`src/design/ds_twr_ranging_responder_unit_defines.svh`:
```
// ds_twr_ranging_responder_unit_defines.svh
// Assertion macros used by the ranging responder core (dstwr_core).
// Each expects clk_i and rst_ni in the scope where it is used.
`ifndef DS_TWR_RANGING_RESPONDER_UNIT_DEFINES_SVH
`define DS_TWR_RANGING_RESPONDER_UNIT_DEFINES_SVH

// Same-cycle implication.
`define DSTWR_ASSERT_IMPL(lbl, ante, cons, msg) \
  lbl: assert property (@(posedge clk_i) disable iff (!rst_ni) (ante) |-> (cons)) \
    else $error(msg);

// Next-cycle implication.
`define DSTWR_ASSERT_NEXT(lbl, ante, cons, msg) \
  lbl: assert property (@(posedge clk_i) disable iff (!rst_ni) (ante) |=> (cons)) \
    else $error(msg);

`endif

```
`src/design/dstwr_pkg.sv`:
```
// ----------------------------------------------------------------------------
// dstwr_pkg
// Types and codes shared by the two-way ranging responder modules.
// ----------------------------------------------------------------------------
`timescale 1ns / 1ps
`default_nettype none

package dstwr_pkg;

  localparam int unsigned StampW = 40;
  localparam int unsigned IntvW  = 32;
  localparam int unsigned CntW   = 32;

  // frame stage codes
  localparam logic [2:0] FRM_POLL  = 3'd1;
  localparam logic [2:0] FRM_FINAL = 3'd3;
  localparam logic [2:0] FRM_BCAST = 3'd5;

  // configuration register indexes
  localparam logic CFG_NODE_ADDR = 1'b0;
  localparam logic CFG_LISTEN_EN = 1'b1;

  typedef enum logic [2:0] {
    ACT_IGNORE  = 3'd0,
    ACT_RESPOND = 3'd1,
    ACT_REPORT  = 3'd2,
    ACT_BCAST   = 3'd3,
    ACT_ERROR   = 3'd4
  } action_e;

  typedef struct packed {
    logic              op_err;
    logic [2:0]        stage;
    logic [7:0]        dest_id;
    logic [StampW-1:0] rx_time;
    logic [StampW-1:0] tx_time;
  } item_t;

  typedef struct packed {
    action_e          action;
    logic [IntvW-1:0] round_time;
    logic [IntvW-1:0] reply_time;
    logic [CntW-1:0]  ranges_count;
    logic [CntW-1:0]  broadcast_count;
    logic [CntW-1:0]  error_count;
  } result_t;

endpackage

`default_nettype wire

```
`src/design/ds_twr_ranging_responder_unit.sv`:
```
// ----------------------------------------------------------------------------
// ds_twr_ranging_responder_unit
// Responder side of double-sided two-way ranging, one event word per cycle unless m_axis stalls.
// ----------------------------------------------------------------------------
// Usage:
//   s_axis carries receive events: tuser is the error flag, tdata the frame
//   (stage, destination id, rx stamp, tx stamp of the planned response).
//   m_axis returns one result word per event: tuser is the action code,
//   tdata the round and reply intervals and the three wrapping counters.
//   cfg_we_i/cfg_idx_i/cfg_data_i write the node address (index 0) and
//   the listen enable (index 1); write only while no word is in flight.
// Path: an accepted word passes the input register, the decision logic,
//   then the result register, which presents its result on m_axis.
// Throughput: one word per cycle unless m_axis stalls, set by the decision
//   path (one 8-bit compare and two 32-bit subtractions) between the registers.
// Reset: both pipeline stages empty, counters and exchange state zero,
//   node address = 1, listen enable = 1.
// Stall: a held result keeps m_axis_tdata stable; an empty input stage still
//   takes one more word, then s_axis_tready drops until the result leaves.
// ----------------------------------------------------------------------------
`timescale 1ns / 1ps
`default_nettype none

module ds_twr_ranging_responder_unit (
  input  wire logic         clk_i,
  input  wire logic         rst_ni,
  // configuration write port
  input  wire logic         cfg_we_i,
  input  wire logic         cfg_idx_i,
  input  wire logic [7:0]   cfg_data_i,
  // receive events
  input  wire logic         s_axis_tvalid,
  output logic              s_axis_tready,
  input  wire logic [95:0]  s_axis_tdata,  // stage[2:0], dest_id[10:3],
                                           // rx_time[50:11], tx_time[90:51], 0
  input  wire logic [0:0]   s_axis_tuser,  // operation (1 = receive error)
  // results
  output logic              m_axis_tvalid,
  input  wire logic         m_axis_tready,
  output logic [159:0]      m_axis_tdata,  // round_time[31:0], reply_time[63:32],
                                           // ranges_count[95:64],
                                           // broadcast_count[127:96],
                                           // error_count[159:128]
  output logic [2:0]        m_axis_tuser   // action
);
  import dstwr_pkg::*;

  item_t   in_item, cur_item;
  result_t core_res, out_res;
  logic    cur_valid, can_load, fire;

  // unpack the incoming word
  always_comb begin
    in_item.op_err  = s_axis_tuser[0];
    in_item.stage   = s_axis_tdata[2:0];
    in_item.dest_id = s_axis_tdata[10:3];
    in_item.rx_time = s_axis_tdata[50:11];
    in_item.tx_time = s_axis_tdata[90:51];
  end

  // a word moves from input register to result register
  assign fire = cur_valid && can_load;

  dstwr_in_reg u_in_reg (
    .clk_i      (clk_i),
    .rst_ni     (rst_ni),
    .in_valid_i (s_axis_tvalid),
    .in_ready_o (s_axis_tready),
    .in_item_i  (in_item),
    .take_i     (fire),
    .valid_o    (cur_valid),
    .item_o     (cur_item)
  );

  dstwr_core u_core (
    .clk_i      (clk_i),
    .rst_ni     (rst_ni),
    .cfg_we_i   (cfg_we_i),
    .cfg_idx_i  (cfg_idx_i),
    .cfg_data_i (cfg_data_i),
    .fire_i     (fire),
    .item_i     (cur_item),
    .res_o      (core_res)
  );

  dstwr_out_reg u_out_reg (
    .clk_i       (clk_i),
    .rst_ni      (rst_ni),
    .load_i      (fire),
    .res_i       (core_res),
    .can_load_o  (can_load),
    .out_valid_o (m_axis_tvalid),
    .out_ready_i (m_axis_tready),
    .res_o       (out_res)
  );

  assign m_axis_tuser = out_res.action;
  assign m_axis_tdata = {out_res.error_count, out_res.broadcast_count,
                         out_res.ranges_count, out_res.reply_time,
                         out_res.round_time};

endmodule

`default_nettype wire

```
`src/design/dstwr_in_reg.sv`:
```
// ----------------------------------------------------------------------------
// dstwr_in_reg
// Input register stage: captures one received-event word per cycle while free or emptied.
// ----------------------------------------------------------------------------
`timescale 1ns / 1ps
`default_nettype none

module dstwr_in_reg (
  input  wire logic            clk_i,
  input  wire logic            rst_ni,
  input  wire logic            in_valid_i,
  output logic                 in_ready_o,
  input  wire dstwr_pkg::item_t in_item_i,
  input  wire logic            take_i,
  output logic                 valid_o,
  output dstwr_pkg::item_t     item_o
);
  import dstwr_pkg::*;

  logic  valid_q, valid_d;
  item_t item_q;

  // free, or emptied in this same cycle
  assign in_ready_o = !valid_q || take_i;

  always_comb begin
    valid_d = valid_q;
    if (take_i) valid_d = 1'b0;
    if (in_valid_i && in_ready_o) valid_d = 1'b1;
  end

  always_ff @(posedge clk_i or negedge rst_ni) begin
    if (!rst_ni) begin
      valid_q <= 1'b0;
    end else begin
      valid_q <= valid_d;
    end
  end

  always_ff @(posedge clk_i) begin
    if (in_valid_i && in_ready_o) item_q <= in_item_i;
  end

  assign valid_o = valid_q;
  assign item_o  = item_q;

endmodule

`default_nettype wire

```
`src/design/dstwr_core.sv`:
```
// ----------------------------------------------------------------------------
// dstwr_core
// Exchange state, counters, config registers and the per-word decision.
// ----------------------------------------------------------------------------
`timescale 1ns / 1ps
`default_nettype none

`include "ds_twr_ranging_responder_unit_defines.svh"

module dstwr_core (
  input  wire logic             clk_i,
  input  wire logic             rst_ni,
  input  wire logic             cfg_we_i,
  input  wire logic             cfg_idx_i,
  input  wire logic [7:0]       cfg_data_i,
  input  wire logic             fire_i,
  input  wire dstwr_pkg::item_t item_i,
  output dstwr_pkg::result_t    res_o
);
  import dstwr_pkg::*;

  logic [7:0]       anchor_q;
  logic             listen_q;
  logic             await_q, await_d;
  logic [IntvW-1:0] stamp_q, stamp_d;   // only the low bits reach round_time
  logic [IntvW-1:0] reply_q, reply_d;
  logic [CntW-1:0]  range_q, range_d;
  logic [CntW-1:0]  bcast_q, bcast_d;
  logic [CntW-1:0]  err_q, err_d;
  action_e          action;
  logic [IntvW-1:0] round;
  logic             mine;

  assign mine = (item_i.dest_id == anchor_q);

  always_comb begin
    await_d = await_q;
    stamp_d = stamp_q;
    reply_d = reply_q;
    range_d = range_q;
    bcast_d = bcast_q;
    err_d   = err_q;
    action  = ACT_IGNORE;
    round   = '0;
    if (item_i.op_err) begin
      err_d  = err_q + CntW'(1);
      action = ACT_ERROR;
    end else if (item_i.stage == FRM_BCAST && mine && listen_q) begin
      bcast_d = bcast_q + CntW'(1);
      await_d = 1'b0;
      action  = ACT_BCAST;
    end else if (item_i.stage == FRM_POLL && mine) begin
      stamp_d = item_i.tx_time[IntvW-1:0];
      reply_d = item_i.tx_time[IntvW-1:0] - item_i.rx_time[IntvW-1:0];
      await_d = 1'b1;
      action  = ACT_RESPOND;
    end else if (item_i.stage == FRM_FINAL && mine && await_q) begin
      round   = item_i.rx_time[IntvW-1:0] - stamp_q;
      range_d = range_q + CntW'(1);
      await_d = 1'b0;
      action  = ACT_REPORT;
    end
  end

  always_comb begin
    res_o.action          = action;
    res_o.round_time      = round;
    res_o.reply_time      = reply_d;
    res_o.ranges_count    = range_d;
    res_o.broadcast_count = bcast_d;
    res_o.error_count     = err_d;
  end

  always_ff @(posedge clk_i or negedge rst_ni) begin
    if (!rst_ni) begin
      anchor_q <= 8'd1;
      listen_q <= 1'b1;
      await_q  <= 1'b0;
      stamp_q  <= '0;
      reply_q  <= '0;
      range_q  <= '0;
      bcast_q  <= '0;
      err_q    <= '0;
    end else begin
      if (cfg_we_i) begin
        unique case (cfg_idx_i)
          CFG_NODE_ADDR: anchor_q <= cfg_data_i;
          CFG_LISTEN_EN: listen_q <= cfg_data_i[0];
          default: ;
        endcase
      end
      if (fire_i) begin
        await_q <= await_d;
        stamp_q <= stamp_d;
        reply_q <= reply_d;
        range_q <= range_d;
        bcast_q <= bcast_d;
        err_q   <= err_d;
      end
    end
  end

  `DSTWR_ASSERT_NEXT(a_err_inc, fire_i && item_i.op_err, err_q == $past(err_q) + CntW'(1), "error count did not advance")
  `DSTWR_ASSERT_IMPL(a_report_needs_await, fire_i && action == ACT_REPORT, await_q, "report without pending response")
  `DSTWR_ASSERT_NEXT(a_respond_arms, fire_i && action == ACT_RESPOND, await_q, "poll did not arm exchange")
  `DSTWR_ASSERT_NEXT(a_idle_holds, !fire_i, $stable(range_q) && $stable(bcast_q) && $stable(err_q), "counters moved without a word")

endmodule

`default_nettype wire

```
`src/design/dstwr_out_reg.sv`:
```
// ----------------------------------------------------------------------------
// dstwr_out_reg
// Result register: holds one result word until the receiver takes it.
// ----------------------------------------------------------------------------
`timescale 1ns / 1ps
`default_nettype none

module dstwr_out_reg (
  input  wire logic               clk_i,
  input  wire logic               rst_ni,
  input  wire logic               load_i,
  input  wire dstwr_pkg::result_t res_i,
  output logic                    can_load_o,
  output logic                    out_valid_o,
  input  wire logic               out_ready_i,
  output dstwr_pkg::result_t      res_o
);
  import dstwr_pkg::*;

  logic    valid_q, valid_d;
  result_t res_q;

  assign can_load_o = !valid_q || out_ready_i;

  always_comb begin
    valid_d = valid_q;
    if (out_ready_i) valid_d = 1'b0;
    if (load_i) valid_d = 1'b1;
  end

  always_ff @(posedge clk_i or negedge rst_ni) begin
    if (!rst_ni) begin
      valid_q <= 1'b0;
    end else begin
      valid_q <= valid_d;
    end
  end

  always_ff @(posedge clk_i) begin
    if (load_i) res_q <= res_i;
  end

  assign out_valid_o = valid_q;
  assign res_o       = res_q;

endmodule

`default_nettype wire

```
`config.mk`:
```
export PLATFORM = sky130hd
export DESIGN_NAME = ds_twr_ranging_responder_unit
export DESIGN_NICKNAME = d
export VERILOG_FILES = /design/src/design/dstwr_pkg.sv /design/src/design/ds_twr_ranging_responder_unit.sv /design/src/design/dstwr_in_reg.sv /design/src/design/dstwr_core.sv /design/src/design/dstwr_out_reg.sv
export VERILOG_INCLUDE_DIRS = /design/src /design/src/design
export SDC_FILE = /design/constraint.sdc
export NUM_CORES = 1
export LEC_CHECK = 0
export ABC_AREA = 1
export BUFFER_PORTS_ARGS = -buffer_cell sky130_fd_sc_hd__clkbuf_2
export CORE_UTILIZATION = 35
export DETAILED_ROUTE_END_ITERATION = 7
export GPL_TIMING_DRIVEN = 0
export PLACE_DENSITY = 0.5
export SKIP_LAST_GASP = 1
export SLEW_MARGIN = 20
export SYNTH_ARGS = -nofsm -noshare
export SYNTH_HDL_FRONTEND = slang
export SYNTH_SLANG_ARGS = --single-unit
```
`constraint.sdc`:
```
create_clock -name clk_i -period 15.1 [get_ports clk_i]
set_clock_uncertainty 0.2 [all_clocks]
set_input_delay 0.755 -clock clk_i [delete_from_list [all_inputs] [get_ports clk_i]]
set_output_delay 0.755 -clock clk_i [all_outputs]
set_load 0.005 [all_outputs]
```
Word-level counts from Yosys, hierarchy flattened. Cells that the tools add are included.

Bits of input ports: 111. Flip-flop bits (word level): 411. Logic and storage cells: 73. Output and inout bits: 165.

Reductions and logical operators: 19. Mux-type cells: 20. Add/sub/neg operators: 5. Equality and inequality tests: 4. Bitwise logic cells: 4.

Operators with widths (number): $mux W32 (10); $add A32 B1 Y32 const B (3); $sub A32 B32 Y32 (2); $eq A8 B8 Y1 (1); $logic_and A1 B1 Y1 (7); $mux W1 (7); $mux W3 (2); $not A1 Y1 (4); $reduce_and A2 Y1 (2); $reduce_and A4 Y1 (1); $reduce_bool A2 Y1 (2); $reduce_or A4 Y1 (1); $eq A3 B1 Y1 const B (1); $eq A3 B2 Y1 const B (1); $eq A3 B3 Y1 const B (1); $reduce_and A3 Y1 (1); $reduce_bool A3 Y1 (1); $logic_not A1 Y1 (2); $logic_or A1 B1 Y1 (2); $mux W2 (1).

Longest topological paths before layout.
Word-level depth: 7. Depth in mapped cells: 16. Gate-level depth less buffers: 16.

Cells and area by module. From an unflattened synthesis, not the netlist that was laid out.

Cell total of the unflattened synthesis: 2851. Area total of the unflattened synthesis: 23018.3 um^2.

By module, submodules not included: dstwr_core (seq. area each 4256.6 um^2, instances 1, cells an instance 2583, area an instance 15263.4 um^2); dstwr_out_reg (seq. area each 4919.7 um^2, instances 1, cells an instance 168, area an instance 4939.7 um^2); dstwr_in_reg (seq. area each 2787.7 um^2, instances 1, cells an instance 98, area an instance 2807.7 um^2); ds_twr_ranging_responder_unit (seq. area each 0.0 um^2, instances 1, cells an instance 2, area an instance 7.5 um^2).

Worst setup path before layout. No wires, ideal clock.

Kind: input port to flip-flop. Start: input m_axis_tready. End: register u_out_reg.res_q, in the netlist u_out_reg.res_o[0], enable pin. Data required time: 14.309 ns. Arrival: 6.163 ns. Setup time: 0.591 ns. Slack: 8.146 ns. Buffers on the path: 3. Stages on the path: 7. Cell sequence: inv_1 nand2_1 nand2_1 clkbuf_1 clkinv_1 clkbuf_1 clkbuf_1.

Longest elaborated chain between the ends: 2.

RTL lines: start, declared (line ds_twr_ranging_responder_unit.sv:39) `input wire logic m_axis_tready,`; $logic_or A1 B1 Y1 (line dstwr_out_reg.sv:23) `assign can_load_o = !valid_q || out_ready_i;`; $logic_and A1 B1 Y1 (line ds_twr_ranging_responder_unit.sv:62) `assign fire = cur_valid && can_load;`; via fire (line ds_twr_ranging_responder_unit.sv:50) `logic cur_valid, can_load, fire;`; end signal, assigned (line dstwr_out_reg.sv:40) `if (load_i) res_q <= res_i;`; end, declared (line dstwr_out_reg.sv:21) `result_t res_q;`.

The timed path passes the listed nets, and every way through them passes these cells. A chain may end at the register's enable or synchronous reset.

Worst setup path in the final report.
Start: register u_out_reg.valid_q, in the netlist u_out_reg.out_valid_o. End: register u_out_reg.res_q, in the netlist u_out_reg.res_o[152], enable pin.

Longest elaborated chain between the ends: 3.

RTL lines: start, declared (line dstwr_out_reg.sv:20) `logic valid_q, valid_d;`; start signal, assigned (line dstwr_out_reg.sv:35) `valid_q <= valid_d;`; $logic_not A1 Y1 (line dstwr_out_reg.sv:23); $logic_or A1 B1 Y1 (line dstwr_out_reg.sv:23); $logic_and A1 B1 Y1 (line ds_twr_ranging_responder_unit.sv:62); via fire (line ds_twr_ranging_responder_unit.sv:50).

The timed path passes the listed nets, and every way through them passes these cells.

==> impl_metrics.py <==
metrics = {
    "detailed_routing": {
        "drc": 0,
        "drtAntennaViolNets": 0,
        "num_vias": 18200,
        "drt_iter0_drc": 1086,
        "dr.pass1.iters": 7,
        "wire_per_inst_um": 17.3,
        "postRouteWirelength_um": 67100,
        "viasPerCell": 4.70,
    },
    "yosys": {
        "yosys.area_share.adder_pct": 3.90,
        "synthXorXnorAreaFrac_pct": 2.80,
        "synth.avg_cell_area_um2": 8.13,
        "synth-seq-cells": 411,
        "yosys_warnings": 0,
        "ys_seq_area_share_pct": 52.4,
        "synthMuxAreaShare_pct": 0,
        "ys_types": 40,
        "syn_inst": 2693,
        "synth-compound-area-share_pct": 6.45,
        "synth_ff_type": "edfxtp_1",
        "async_reset_ff_share_pct": 41.8,
        "synth-simple-area-share_pct": 27.5,
        "synth_top_family_by_area": "simple AND/OR/NAND/NOR gates",
        "mappedNetlistArea_um2": 21900,
        "synth_edf_count": 239,
        "synth_nets": 2871,
    },
    "layout": {
        "utilization_pct": 42.1,
        "fin_nets": 3181,
        "drive_above_1_share_pct": 12.4,
        "fin_cells": 3878,
        "area_delta_synth_final_pct": 18.9,
        "antenna_cells": 0,
    },
    "sta": {
        "finalSetupViolCount": 0,
        "tns_ns": 0,
        "finalCriticalPeriod_ns": 3.66,
        "tightest_slew_ns": 0.919,
        "fmax_mhz": 274,
        "timing.final.crit_share_pct": 24.2,
        "finalHoldViolations": 0,
        "drv_slew": 0,
        "max_slew_margin_pct": 38.7,
        "rsz0062_at_grt": "false",
    },
    "place": {
        "hpwl_um": 52100,
        "dp.cells": 3790,
        "routabilityCongestion": 0.905,
        "port_buffers": 254,
    },
    "worst_setup_path": {
        "cp_slowest_cell": "clkbuf_4",
        "startpoint_type": "flip-flop",
        "worstSetupEndpointType": "flip-flop",
        "crit_fanout": 46,
        "rrSetupSlack_ns": 11.44,
        "reg2reg_to": "u_out_reg.res_o[152]",
        "path_cells": "nand2_1, nand2_1, clkbuf_1, clkinv_1, clkbuf_1, clkbuf_4, buf_16, buf_16",
        "critPathMaxStageDelay_ns": 0.69,
        "reg2reg_depth": 8,
        "r2r-start": "u_out_reg.out_valid_o",
        "path_class": "reg2reg",
        "required_ns": 15.17,
        "arrival_ns": 3.73,
    },
    "grt": {
        "grt-ovfl-total": 0,
        "grt_pass1_vias": 17900,
        "antenna_found_initial": 0,
        "grt_usage_pct": 21.1,
        "grt_pass1_wl_um": 102000,
        "grt_max_degree": 74,
    },
    "die": {
        "die_x_um": 252,
        "core_area_um2": 61800,
        "initial_utilization_pct": 35.4,
        "boundaryPins": 276,
        "die_h_um": 252,
        "placementRows": 91,
        "dieArea_um2": 63600,
    },
    "clock_network": {
        "cts_setup_buffers": 0,
        "ctsHoldBuffers": 1,
        "cts_tree": "built",
        "cts_max_path_buffers": 3,
        "cts.repair.resized": 0,
        "cts_num_sinks": 411,
        "cts_max_level": 2,
        "path_clk_slew_ns": 0.06,
        "cts_root_buf": "clkbuf_16",
        "numCtsBuffers": 47,
        "clock_latency_ns": 0.61,
    },
    "worst_hold_path": {
        "hold-path-endpoint": "u_core.listen_q",
        "min_path_cells": 2,
        "hold_path.class": "in2reg",
        "hp-start": "cfg_idx_i",
    },
    "power_and_ir_drop": {
        "power_mw": 3.05,
        "powerDensity_nw_per_um2": 117,
        "ir_worst_vdd_uv": 77.2,
        "p_leak_nw": 12.4,
    },
    "run": {
        "maxCapViolations": 0,
    },
    "run_status": {
        "outcome": "finished clean",
    },
}
[metrics by stage]
step | cell area, um^2 | hold WS [ns] | worst slack, ns
5_1_grt | 26000 | 0.113 | 11.27
4_1_cts | 26000 | 0.0827 | 11.40
3_3_place_gp | 24200 | 0.228 | 4.93
3_5_place_dp | 24400 | 0.246 | 10.96
6_report | 26000 | 0.115 | 11.44
2_1_floorplan | 21900 | 0.221 | 8.15
[cell usage in the layout (no fill, tap or decap), drive strengths merged, types with 2 or more instances in the layout]
master | Yosys | routed
ha | 65 | 65
or2 | 8 | 8
o21ai | 154 | 154
nand3 | 132 | 132
dfstp | 2 | 2
clkbuf | 39 | 349
a21oi | 91 | 91
edfxtp | 239 | 239
nor2 | 256 | 256
nand4 | 31 | 31
nor3 | 33 | 33
clkinv | 2 | 21
a31oi | 2 | 2
dfrtp | 170 | 170
xor2 | 59 | 59
and2 | 10 | 10
o21a | 5 | 5
nor4 | 7 | 7
inv | 334 | 336
nor3b | 2 | 2
clkinvlp | 0 | 2
nand2 | 982 | 982
o21bai | 8 | 8
a21o | 7 | 7
xnor2 | 11 | 11
a21boi | 2 | 2
nand3b | 19 | 19
fa | 2 | 2
buf | 18 | 24
bufinv | 0 | 8
[power breakdown]
part / switching, mW / leakage, nW / total (mW) / internal [mW]
Combinational: 0.298 / 7.10 / 0.437 / 0.140
Clock: 0.494 / 0.807 / 1.22 / 0.728
Sequential: 0.0710 / 4.49 / 1.39 / 1.32
Total: 0.863 / 12.4 / 3.05 / 2.19
[synth_stat cells (32+ instances only)]
| cell type | instances | area (um^2) |
|---|---|---|
| dfrtp_1 | 170 | 4250 |
| inv_1 | 328 | 1230 |
| o21ai_0 | 145 | 726 |
| clkbuf_1 | 39 | 146 |
| a21oi_1 | 91 | 455 |
| nor3_1 | 32 | 160 |
| edfxtp_1 | 239 | 7180 |
| ha_1 | 65 | 813 |
| nand3_1 | 130 | 651 |
| nor2_1 | 253 | 950 |
| xor2_1 | 59 | 517 |
| nand2_1 | 981 | 3680 |
[layer usage]
layer	up-vias	GRT usage, %	share of wire [%]
met5	-	0	0
met4	0	6.29	2.7
met3	96	2.88	4.3
met2	400	37.0	49
met1	8494	27.0	44
li1	9254	-	-
[flip-flops by register name (all words and copies together), names as in the netlist]
register / cells
u_core.await_q: 1
u_core.anchor_q: 8
u_core.listen_q: 1
u_core.bcast_q: 32
u_out_reg.res_o: 163
u_in_reg.item_o: 76
u_in_reg.valid_o: 1
u_core.range_q: 32
u_core.reply_q: 32
u_core.stamp_q: 32
u_core.err_q: 32
u_out_reg.out_valid_o: 1
[final cells by class]
type / count / area (um^2)
fill: 6261 / 35800
sequential: 411 / 11500
multi-input combinational: 1889 / 8910
timing repair buffer: 261 / 1450
inverter: 336 / 1260
clock buffer: 56 / 1240
tap: 837 / 1050
clock inverter: 31 / 404
buffer: 57 / 254
[cells by family (layout without fill, tap and decap cells)]
| group | count (synthesis) | after routing |
|---|---|---|
| AO/OA/AOI/OAI | 270 | 270 |
| XOR/XNOR | 70 | 70 |
| AND/OR/NAND/NOR | 1482 | 1482 |
| flip-flops | 411 | 411 |
| adder cells (fa/ha/maj) | 67 | 67 |
| buffers and inverters | 393 | 741 |
[critical path, delay by kind of cell, from the launching register on]
family	cells	cell delay, ns
buffers and inverters	6	2.33
AND/OR/NAND/NOR	2	0.30
flip-flops	1	0.39
[worst max-delay path by stage]
stage / to / depth (start not counted) / slack (ns) / from
4_1_cts: u_out_reg.res_o[152] / 8 / 11.40 / u_out_reg.out_valid_o
3_3_place_gp: u_out_reg.res_o[148] / 8 / 4.93 / m_axis_tready
6_report: u_out_reg.res_o[152] / 8 / 11.44 / u_out_reg.out_valid_o
5_1_grt: u_out_reg.res_o[152] / 8 / 11.27 / u_out_reg.out_valid_o
3_5_place_dp: u_out_reg.res_o[149] / 10 / 10.96 / m_axis_tready
2_1_floorplan: u_out_reg.res_o[0] / 7 / 8.15 / m_axis_tready
Note: power is estimated with default switching activity, not from simulation.
